`config.mk`:
```
export PLATFORM = sky130hd
export DESIGN_NAME = gcr_ram
export DESIGN_NICKNAME = d
export VERILOG_FILES = /design/src/design/gcr_ram.sv
export SDC_FILE = /design/constraint.sdc
export NUM_CORES = 2
export LEC_CHECK = 0
export BUFFER_PORTS_ARGS = -buffer_cell sky130_fd_sc_hd__buf_4
export CORE_UTILIZATION = 57
export CTS_BUF_LIST = sky130_fd_sc_hd__clkbuf_8
export CTS_CLUSTER_DIAMETER = 30
export DETAILED_ROUTE_END_ITERATION = 6
export PLACE_DENSITY = 0.8
export SLEW_MARGIN = 20
export SYNTH_ARGS = -nofsm -noshare
export SYNTH_HDL_FRONTEND = slang
export SYNTH_SLANG_ARGS = --single-unit
```
`constraint.sdc`:
```
create_clock -name clk -period 6.17 [get_ports clk]
set_input_delay 1.234 -clock clk [delete_from_list [all_inputs] [get_ports clk]]
set_output_delay 1.234 -clock clk [all_outputs]
set_load 0.005 [all_outputs]
```
`src/design/gcr_ram.sv`:
```
// Generic single-write, single-read synchronous RAM with registered read data.
// No dependencies.
module gcr_ram #(
	parameter int WIDTH = 32,
	parameter int DEPTH = 64
) (
	input  logic                     clk,
	input  logic                     we,
	input  logic [$clog2(DEPTH)-1:0] waddr,
	input  logic [WIDTH-1:0]         wdata,
	input  logic                     re,
	input  logic [$clog2(DEPTH)-1:0] raddr,
	output logic [WIDTH-1:0]         rdata
);

	logic [WIDTH-1:0] mem_q [DEPTH];

	always_ff @(posedge clk) begin
		if (we) begin
			mem_q[waddr] <= wdata;
		end
		if (re) begin
			rdata <= mem_q[raddr];
		end
	end

endmodule

```
After elaboration in Yosys (flattened, before gate mapping) --
Memory sizes are Yosys's and may differ from the RTL's. A register that Yosys moved wholly into a read port is not among the register bits. Cells that the tools add are included.
Word-level totals: memories kept 1, bits in writable memories 2048, bits in registers 0, output and inout port bits 32, word-level logic and storage cells 3
Cells by class: mux-type cells 2
Memory list:
- mem_q | words 64, bits a word 32, read ports 1, clocked after memory_dff 1, write ports 1, RTL line 16 | logic [WIDTH-1:0] mem_q [DEPTH];
Operators with widths (count):
- $mux 1 | 2

Logic depth before layout (Yosys ltp) --
word-level depth 2, gate-level depth with buffers 10, gate-level depth less buffers 5

Least setup slack after synthesis --
OpenSTA, ideal clock, no wires.
path kind input port to flip-flop, start point in waddr[3], end point mem mem_q[48][0], enable pin, setup time 0.461 ns, cell stages on the path 4, path slack 1.776 ns, data required time 5.709 ns, data arrival time 3.933 ns, cell sequence clkbuf_1 nor2b_1 nand4b_1 nor3_1
RTL lines:
- start, declared | RTL line 9 | input logic [$clog2(DEPTH)-1:0] waddr,
- end, declared | RTL line 16
No word-level cell before the write port.

==> flow_summary_export.csv <==
group,metric,value,unit
logic_synthesis,syn_nets,3371,
routing,num_vias,39700,
hold_path,min_path_type,"in2reg",
floorplanning,fp-row-count,136,
placed_design,place.gp.congestion,0.8397,
power_and_ir_drop,internal-power,23.00,mW
status,status,"complete, no violations",
clocking,htree_levels,5,
clocking,cts_buffers,363,
worst_setup_path,reg2reg_setup_slack,3.56,ns
logic_synthesis,ys_warn_count,0,
logic_synthesis,synth_area_leader_cell,"edfxtp_1",
logic_synthesis,synthFlopType,"edfxtp_1",
routing,drc,0,
global_routing,antenna_found_initial,14,
floorplanning,die_area,0.1398,mm²
placed_design,hpwl,115.1,mm
finish,seqCellArea,0.06246,mm²
sta,clock.fmax,273.4,MHz
logic_synthesis,yosys.cell_types.count,33,
floorplanning,core-area,0.1373,mm²
global_routing,grtUsageTotal,29.97,%
clocking,path_clk_slew,0.06,ns
routing,wl_per_cell,36.05,µm
sta,period_minus_slack,3.657,ns
sta,worstMarginPinSlew,1.218,ns
finish,fill_cells,8038,
logic_synthesis,synth_top_area_share,79.23,%
hold_path,hold_depth,1,
logic_synthesis,yosysMostFrequentCell,"edfxtp_1",
logic_synthesis,synthArstFlopShare,0,%
sta,slew_headroom,18.80,%
sta,hold_viol_final,0,
global_routing,grt_max_degree,91,
sta,slew_violations,0,
clocking,cts_hold_buf,0,
clocking,cts.path.max_buffers,4,
finish,nNetsFinal,3742,
floorplanning,io_pins,79,
finish,multiInputGateArea,0.01598,mm²
routing,viasPerCell,6.894,
sta,setup-violations-final,0,
global_routing,grt_pass1_vias,40140,
clocking,ctsRootBufferMaster,"clkbuf_8",
logic_synthesis,syn_area_per_cell,23.72,µm²
power_and_ir_drop,leakage,28.29,nW
floorplanning,initial_utilization,57.41,%
floorplanning,dieHeight,373.9,µm
worst_setup_path,required,6.91,ns
placed_design,place.port_buffers,78,
logic_synthesis,ys_seq_elements,2080,
clocking,ctsResizeCount,0,
global_routing,grt_pass1_wl,291.5,mm
logic_synthesis,syn-cell-area,0.07884,mm²
worst_setup_path,startpoint_type,"input pin",
routing,totalWireLength,207.6,mm
power_and_ir_drop,power.density,331.1,mW/mm²
sta,finClkSkew,0.1004,ns
worst_setup_path,critPathKind,"in2reg",
logic_synthesis,synth_commonest_cells,"2080 x edfxtp_1, 544 x mux4_2, 137 x nor2_1",
routing,dr.first_iter.drc_count,6946,
power_and_ir_drop,peakVddDrop,289.3,µV
worst_setup_path,cp.arrival,4.39,ns
logic_synthesis,synth_edf_count,2080,
power_and_ir_drop,pwr-share-clk,42.0,%
floorplanning,die_w,373.9,µm
sta,period_share,59.28,%
global_routing,grt_overflow_total,0,
clocking,clock-sinks,2080,
placed_design,place_inst,5123,
finish,drive_gt1_share,32.91,%
power_and_ir_drop,combPwrFrac,4.8,%
power_and_ir_drop,pwr-share-seq,53.2,%
job,drv_cap,0,
worst_setup_path,end_kind,"flop",
logic_synthesis,ys_seq_area_share,79.23,%
power_and_ir_drop,power_switching_share,22.25,%
power_and_ir_drop,p_sw,6.584,mW
routing,ant_nets,0,
logic_synthesis,synth_area_leaders,"edfxtp_1 79%, mux4_2 16%, mux2i_1 1.2%",
clocking,cts_tree,"yes",
logic_synthesis,synth_cells,3324,
sta,holdWs,0.7464,ns
routing,dr.pass1.iters,6,
clocking,cts_setup_buffers,0,
finish,layoutNonFillerInstCount,5759,
worst_setup_path,reg2regPathDepth,4,
clocking,clk_latency,1.06,ns
sta,rsz0062_at_grt,"false",
sta,tns,0,ns
finish,syn_to_final_growth,13.36,%
worst_setup_path,crit_path_max_fanout,90,
power groups by stage:
stage	logic (mW)	registers, mW	clock network (mW)
CTS	1.41	15.7	12.5
floorplan	0.761	16.0	0
global route	1.48	15.7	13.1
finish	1.43	15.7	12.4
global placement	1.36	16.0	0
detailed placement	1.40	16.0	0
worst paths after layout:
| path | from | end |
|---|---|---|
| max | raddr[1] | rdata[10]$_DFFE_PP_ |
| min | wdata[31] | mem_q[12][31]$_DFFE_PP_ |
| max reg2reg | mem_q[18][30]$_DFFE_PP_ | rdata[30]$_DFFE_PP_ |
| min reg2reg | mem_q[12][8]$_DFFE_PP_ | rdata[8]$_DFFE_PP_ |
flip-flops by register name, indices dropped and copies added, names as in the netlist:
| register | cells |
|---|---|
| rdata | 32 |
| mem_q | 2048 |
stage by stage:
step | power [mW] | util (%) | instance area [µm²] | setup WS, ns
finish | 29.59 | 65.08 | 89370 | 2.513
floorplan | 16.76 | - | 78840 | 1.776
global route | 30.30 | 65.07 | 89360 | 2.427
detailed placement | 17.44 | 59.91 | 82270 | 1.576
CTS | 29.61 | 65.04 | 89320 | 2.566
global placement | 17.39 | 59.87 | 82220 | 1.576
cell usage in the layout (no fill, tap or decap), types with 3 or more instances in the layout:
master         n
clkinv_1      49
nor2_1        74
inv_1         81
and3_1         4
clkinv_2      55
nor2b_1       14
nand2b_1       6
clkinv_4       9
a22oi_1       12
nand3b_1       5
o32ai_1        4
a311oi_1       8
bufinv_16     28
diode_2        9
buf_4        172
edfxtp_1    2080
nor2_4        62
inv_6          7
buf_12        11
nand2_1       25
or3b_2         3
buf_8          3
nand3_1        5
a41o_1         4
clkinvlp_4    24
o221ai_1      27
nor3_1         5
clkbuf_8     371
o22ai_1       84
mux2i_1       93
a21oi_1       62
or3_1          3
mux4_2       544
per-layer routing:
layer	global-route usage [%]	routed length [µm]
met5	0	98
met4	14.29	10120
met3	7.512	28690
met2	46.42	98700
met1	40.44	69980
worst max-delay path: stages:
cell and delay (ns):
buf_8 0.35, buf_12 0.46, buf_4 0.48, mux4_2 0.40
mux4_2 0.51, o22ai_1 0.63, nor2_1 0.13
logic make-up (layout without fill, tap and decap cells):
logic type	count (synthesis)	after routing	share of synthesized area [%]
flip-flops	2080	2080	79.23
multiplexers	637	637	16.72
AND/OR/NAND/NOR	223	223	1.260
other	0	9	0
buffers and inverters	182	814	1.124
AO/OA/AOI/OAI	202	202	1.666
layout make-up:
| cell class | instances | share of cell area [%] |
|---|---|---|
| diodes | 9 | 0.02520 |
| clock buffers | 371 | 5.714 |
| clock inverters | 255 | 2.178 |
| multi-input cells | 1062 | 17.88 |
| flip-flops and latches | 2080 | 69.89 |
| well taps | 1794 | 2.512 |
| repair buffers | 188 | 1.803 |
Note: power is estimated with default switching activity, not from simulation.
