[config.mk]
export PLATFORM = sky130hd
export DESIGN_NAME = gcr_scale
export DESIGN_NICKNAME = d
export VERILOG_FILES = /design/src/design/gcr_pkg.sv /design/src/design/gcr_scale.sv
export SDC_FILE = /design/constraint.sdc
export NUM_CORES = 2
export LEC_CHECK = 0
export ABC_AREA = 1
export BUFFER_PORTS_ARGS = -buffer_cell sky130_fd_sc_hd__buf_2
export CORE_MARGIN = 4
export CORE_UTILIZATION = 45
export CTS_CLUSTER_DIAMETER = 120
export DETAILED_ROUTE_END_ITERATION = 8
export PLACE_DENSITY = 0.68
export SLEW_MARGIN = 30
export SYNTH_ARGS = -nofsm -noshare
export SYNTH_HDL_FRONTEND = slang
export SYNTH_SLANG_ARGS = --single-unit
[constraint.sdc]
create_clock -name clk -period 22.1 [get_ports clk]
set_input_delay 1.105 -clock clk [delete_from_list [all_inputs] [get_ports clk]]
set_output_delay 1.105 -clock clk [all_outputs]
set_load 0.02 [all_outputs]
[src/design/gcr_pkg.sv]
// Package for the gain crossbar router: widths, codes, and the stage types
// shared by the interfaces and the modules. Depends on nothing.
package gcr_pkg;

	localparam int MAX_INLETS  = 8;
	localparam int MAX_OUTLETS = 8;
	localparam int PORT_W      = 3;
	localparam int CNT_W       = 4;
	localparam int GAIN_W      = 32;
	localparam int ADDR_W      = 2 * PORT_W;
	localparam int TABLE_DEPTH = MAX_INLETS * MAX_OUTLETS;
	localparam int REG_IDX_W   = 2;

	localparam logic [CNT_W-1:0]  RESET_COUNT = 4'd2;
	localparam logic [CNT_W-1:0]  INLET_MAX   = 4'(MAX_INLETS);
	localparam logic [CNT_W-1:0]  OUTLET_MAX  = 4'(MAX_OUTLETS);
	localparam logic signed [GAIN_W-1:0] UNITY_GAIN = 32'sd65536;

	typedef enum logic [1:0] {
		OP_ROUTE = 2'd0,
		OP_SET   = 2'd1,
		OP_CLEAR = 2'd2,
		OP_DUMP  = 2'd3
	} op_t;

	typedef enum logic [1:0] {
		VK_BANG    = 2'd0,
		VK_INT     = 2'd1,
		VK_FLOAT   = 2'd2,
		VK_UNKNOWN = 2'd3
	} vkind_t;

	typedef enum logic {
		RK_ROUTE = 1'b0,
		RK_DUMP  = 1'b1
	} rkind_t;

	typedef enum logic [REG_IDX_W-1:0] {
		REG_INLET_COUNT  = 2'd0,
		REG_OUTLET_COUNT = 2'd1,
		REG_DEFAULT_GAIN = 2'd2
	} reg_idx_t;

	typedef enum logic [1:0] {
		ST_IDLE,
		ST_WALK,
		ST_END
	} state_t;

	typedef struct packed {
		logic                     vld;
		logic                     fin;
		logic                     dump;
		logic [PORT_W-1:0]        inlet;
		logic [PORT_W-1:0]        outlet;
		logic [1:0]               vkind;
		logic signed [GAIN_W-1:0] value;
	} tok_t;

	typedef struct packed {
		logic                     rkind;
		logic [PORT_W-1:0]        port;
		logic signed [GAIN_W-1:0] value;
		logic [1:0]               vkind;
		logic [PORT_W-1:0]        dinlet;
		logic signed [GAIN_W-1:0] dgain;
		logic                     last;
	} result_t;

endpackage

[src/design/gcr_scale.sv]
// Q16.16 scaling unit: registered 32x32 product, then round to nearest
// (ties up) and saturate to 32 bits. Depends on gcr_pkg.
module gcr_scale (
	input  logic                              clk,
	input  logic                              en,
	input  logic signed [gcr_pkg::GAIN_W-1:0] a,
	input  logic signed [gcr_pkg::GAIN_W-1:0] b,
	output logic signed [gcr_pkg::GAIN_W-1:0] result
);

	logic signed [2*gcr_pkg::GAIN_W-1:0] prod_s2;
	logic signed [2*gcr_pkg::GAIN_W-1:0] rnd;

	always_ff @(posedge clk) begin
		if (en) begin
			prod_s2 <= a * b;
		end
	end

	always_comb begin
		rnd = prod_s2 + 64'sd32768;
		if (rnd[63:47] == {17{rnd[63]}}) begin
			result = rnd[47:16];
		end else if (rnd[63]) begin
			result = 32'sh8000_0000;
		end else begin
			result = 32'sh7FFF_FFFF;
		end
	end

endmodule

After elaboration in Yosys (flattened, before gate mapping)
Index checks and enable logic that the tools add are counted.
Widths: inputs -> output; s select.
{ "totals": {"elab_cells": 6, "inputBits": 66, "register_bits": 64} }
{ "classes": {"n_mux": 2, "n_eq_ne": 1, "add_sub_neg": 1, "n_mul": 1} }
{ "op_table": {"columns": ["operator", "n"], "rows": [
  ["$add 64x17->64 const B", 1],
  ["$mul 32x32->64", 1],
  ["$mux 32", 2],
  ["$eq 16x16->1", 1]
]} }

Depth between registers and ports, before layout
{ "depth": {"word_depth": 3, "mapped_depth": 31, "ltp_nobuf": 30} }

Worst setup path before layout
OpenSTA, ideal clock, no wires.
{ "synth_timing": {"kind": "input to register", "startpoint": "input port a[31] (netlist bit)", "endpoint": "register prod_s2[62] (netlist bit) (data pin)", "arrival_ns": 7.774, "t_required_ns": 21.848, "cell_stages": 28, "setup_slack_ns": 14.073, "setup_time_ns": 0.252, "cell_sequence": "clkbuf_1 nand2_1 inv_1 fa_1 inv_1 fa_1 inv_1 fa_1 fa_1 inv_1 fa_1 inv_1 fa_1 inv_1 fa_1 inv_1 fa_1 ha_1 a21oi_1 inv_1 a31oi_1 o21ai_0 nand3_1 o211ai_1 a21oi_1 nand2_1 nand2_1 nand2_1"} }
{ "synth_via": {"elab_chain_len": 1} }
{ "synth_lines": {"columns": ["element", "line_no", "rtl"], "rows": [
  ["start, declared", "gcr_scale.sv:6", "input logic signed [gcr_pkg::GAIN_W-1:0] a,"],
  ["$mul 32x32->64", "gcr_scale.sv:16", "prod_s2 <= a * b;"],
  ["end signal, assigned", "gcr_scale.sv:16", null],
  ["end, declared", "gcr_scale.sv:11", "logic signed [2*gcr_pkg::GAIN_W-1:0] prod_s2;"]
]} }
No other way between the ends.
A chain may end at the register's enable or synchronous reset.

Worst setup path after layout
{ "layout_timing": {"startpoint": "input port a[31] (netlist bit)", "endpoint": "register prod_s2[60] (netlist bit) (data pin)"} }
Same word-level chain as after synthesis.

==> flow_metrics.tcl <==
set metrics [dict create \
    post-route-period-util 0.4074 \
    synth_edf_count 49 \
    ys_types 37 \
    vias 31410 \
    final_layout_size_suffix_gt1_frac 0.02862 \
    sequential_cell_area_um2 1471 \
    registers.top_by_ff_count "prod_s2" \
    setup-tns-final_ns 0 \
    clk_pin_slew_ns 0.07 \
    yosys.area_share.xor_xnor 0.01859 \
    floorplan.die_area_um2 95990 \
    floorplan.initialDensity 0.4547 \
    wire_per_inst_um 17.32 \
    ctsHtreeMaxLevel 2 \
    netlist_area_um2 40990 \
    worst_slew_margin_rel 0.3458 \
    cts_resized 0 \
    synth_top_family_by_area "adder cells" \
    start_kind "input pin" \
    status "complete, no violations" \
    crit_path_end_kind "flip-flop" \
    max_stage_delay_ns 0.90 \
    yosys_register_bits 49 \
    worst_slew_pin_slew_ns 0.9814 \
    path_max_fanout 32 \
    tritoncts.num_buffers 5 \
    critical_path_arrival_ns 9.06 \
    design.portCount 98 \
    drt.antenna.violating_nets 0 \
    required_ns 22.16 \
    synth.avg_cell_area_um2 7.917 \
    floorplan.core_area_um2 90150 \
    grt_util_all_layers 0.2393 \
    post_cts_hold_buffer_count 0 \
    synth.net_count 6506 \
    grt_antenna_before_repair 6 \
    firstDrtPassIters 5 \
    largestRegisters "prod_s2: 49 flops" \
    max-clock-path-buffers 2 \
    pin_count_of_the_biggest_net_entering_global_routing 50 \
    final_max_slew_viol_count 0 \
    max_cap_violations 0 \
    average_vias_per_placed_instance 5.000 \
    final-hold-violation-count 0 \
    vias_in_the_first_global_route 34900 \
    min_period_ns 9.004 \
    multi_input_comb_area_um2 32580 \
    timing_worst_setup_path_type "in -> reg" \
    asyncSetResetFlopFracSynth 0 \
    drtIter0Drc 1954 \
    die_w_um 309.8 \
    wl_um 108800 \
    synthesized_area_fraction_occupied_by_and_or_nand_nor_cells 0.1681 \
    multiplexer_share_of_the_synthesized_area 0 \
    root_buffer "sky130_fd_sc_hd__clkbuf_16" \
    min-delay-path-class "in -> reg" \
    cts_num_sinks 49 \
    synth_compound_gate_area_share 0.02481 \
    synthToLayoutAreaGrowth_pct 3.608 \
    synth-warning-count 0 \
    max_reg_flops 49 \
    num-nets-final 6428 \
    number_of_design_rule_violations_left_after_detail_routing 0 \
    netlist_instances 5178 \
    grt_first_pass_wirelength_um 182900 \
    filler_cell_count 8801 \
    yosys_most_used_dff "sky130_fd_sc_hd__edfxtp_1" \
    post-cts-setup-buffer-count 0 \
    seq_area_frac_synth 0.03589 \
    critical_path.slowest_cell "sky130_fd_sc_hd__fa_1" \
    grt_setup_unrepaired "no" \
    place.port_buffers 97 \
    cell_depth_of_the_worst_hold_path 2 \
    cts_tree "yes" \
    setup_viol 0 \
    detailed_place_hpwl_um 91980 \
    synth_adder_area_share 0.5832 \
    die-height_um 309.8 \
    row_count 110 \
    gp_congestion 0.9533 \
    max_freq_ghz 0.1111 \
    grt_remaining_overflow 0 \
]
[through the flow]
stage | setup WS (ns) | hold slack [ns] | utilization | instance area [µm²] | instances
2_1_floorplan | 14.07 | 1.218 | - | 40990 | 5178
6_report | 13.10 | 1.476 | 0.4711 | 42470 | 6282
5_1_grt | 12.46 | 1.499 | 0.4711 | 42470 | 6281
3_3_place_gp | 12.89 | 1.783 | 0.4693 | 42310 | 6269
4_1_cts | 13.08 | 1.486 | 0.4710 | 42460 | 6277
3_5_place_dp | 12.79 | 1.789 | 0.4693 | 42310 | 6269
[cells by family after synthesis]
| group | Yosys count |
|---|---|
| simple gates | 1757 |
| xor+xnor | 87 |
| flops | 49 |
| compound gates | 181 |
| fa+ha+maj | 1262 |
| buf+inv | 1842 |
[critical path, delay by kind of cell]
kind / cells / cell delay (ns)
fa+ha+maj: 9 / 4.67
buf+inv: 9 / 1.74
compound gates: 5 / 0.99
simple gates: 5 / 0.55
[final timing paths]
check,startpoint,end,slack [ns]
worst min-delay path,en,prod_s2[16]$_DFFE_PP_,1.48
worst max-delay path,a[31],prod_s2[60]$_DFFE_PP_,13.10
[synthesized netlist by cell type, drive strengths merged (34+ instances only)]
cell    number  area, µm²
nor2       245      952.2
edfxtp      49       1471
xor2        53      464.2
o21ai       52      260.3
ha         181       2265
nand3       88      440.4
xnor2       34      297.8
inv       1641       6160
clkbuf     191      716.9
fa        1081      21640
nand2     1363       5129
a21oi       81      405.4
[routing by layer]
metal,part of all wire,GRT usage,vias to the layer above
met5,0,0,-
met3,0.051,0.01666,223
met1,0.40,0.3076,15970
met2,0.51,0.4377,1006
met4,0.030,0.06695,0
li1,-,-,14210
[layout make-up]
cell class,count,share of cell area
Antenna cell,5,0.0002946
Clock buffer,5,0.002946
Clock inverter,3,0.0006186
Inverter,1641,0.1450
Multi-Input combinational cell,3287,0.7670
Sequential cell,49,0.03464
Tap cell,1176,0.03464
Timing Repair Buffer,116,0.01479
[cells in the final DEF, fill, tap and decap left out, types with 3 or more instances in the layout]
cell,n
sky130_fd_sc_hd__o21bai_1,8
sky130_fd_sc_hd__nor2_4,3
sky130_fd_sc_hd__a21o_1,8
sky130_fd_sc_hd__o21a_1,8
sky130_fd_sc_hd__xnor2_1,34
sky130_fd_sc_hd__a31oi_1,12
sky130_fd_sc_hd__clkbuf_16,5
sky130_fd_sc_hd__diode_2,5
sky130_fd_sc_hd__and3_1,4
sky130_fd_sc_hd__xor2_1,53
sky130_fd_sc_hd__or2_2,7
sky130_fd_sc_hd__nand3b_1,3
sky130_fd_sc_hd__nor3_1,14
sky130_fd_sc_hd__nor2_1,238
sky130_fd_sc_hd__ha_1,181
sky130_fd_sc_hd__a21oi_1,81
sky130_fd_sc_hd__nand2_1,1360
sky130_fd_sc_hd__buf_4,19
sky130_fd_sc_hd__nor4_1,7
sky130_fd_sc_hd__nand3_1,88
sky130_fd_sc_hd__o21ai_0,52
sky130_fd_sc_hd__nand4_1,25
sky130_fd_sc_hd__fa_1,1081
sky130_fd_sc_hd__nor2_2,4
sky130_fd_sc_hd__inv_1,1639
sky130_fd_sc_hd__buf_2,97
sky130_fd_sc_hd__a21boi_0,3
sky130_fd_sc_hd__edfxtp_1,49
Power is left out: the tool's default activity adds up to more than one toggle a clock period on the data nets, which glitch-free logic cannot reach.
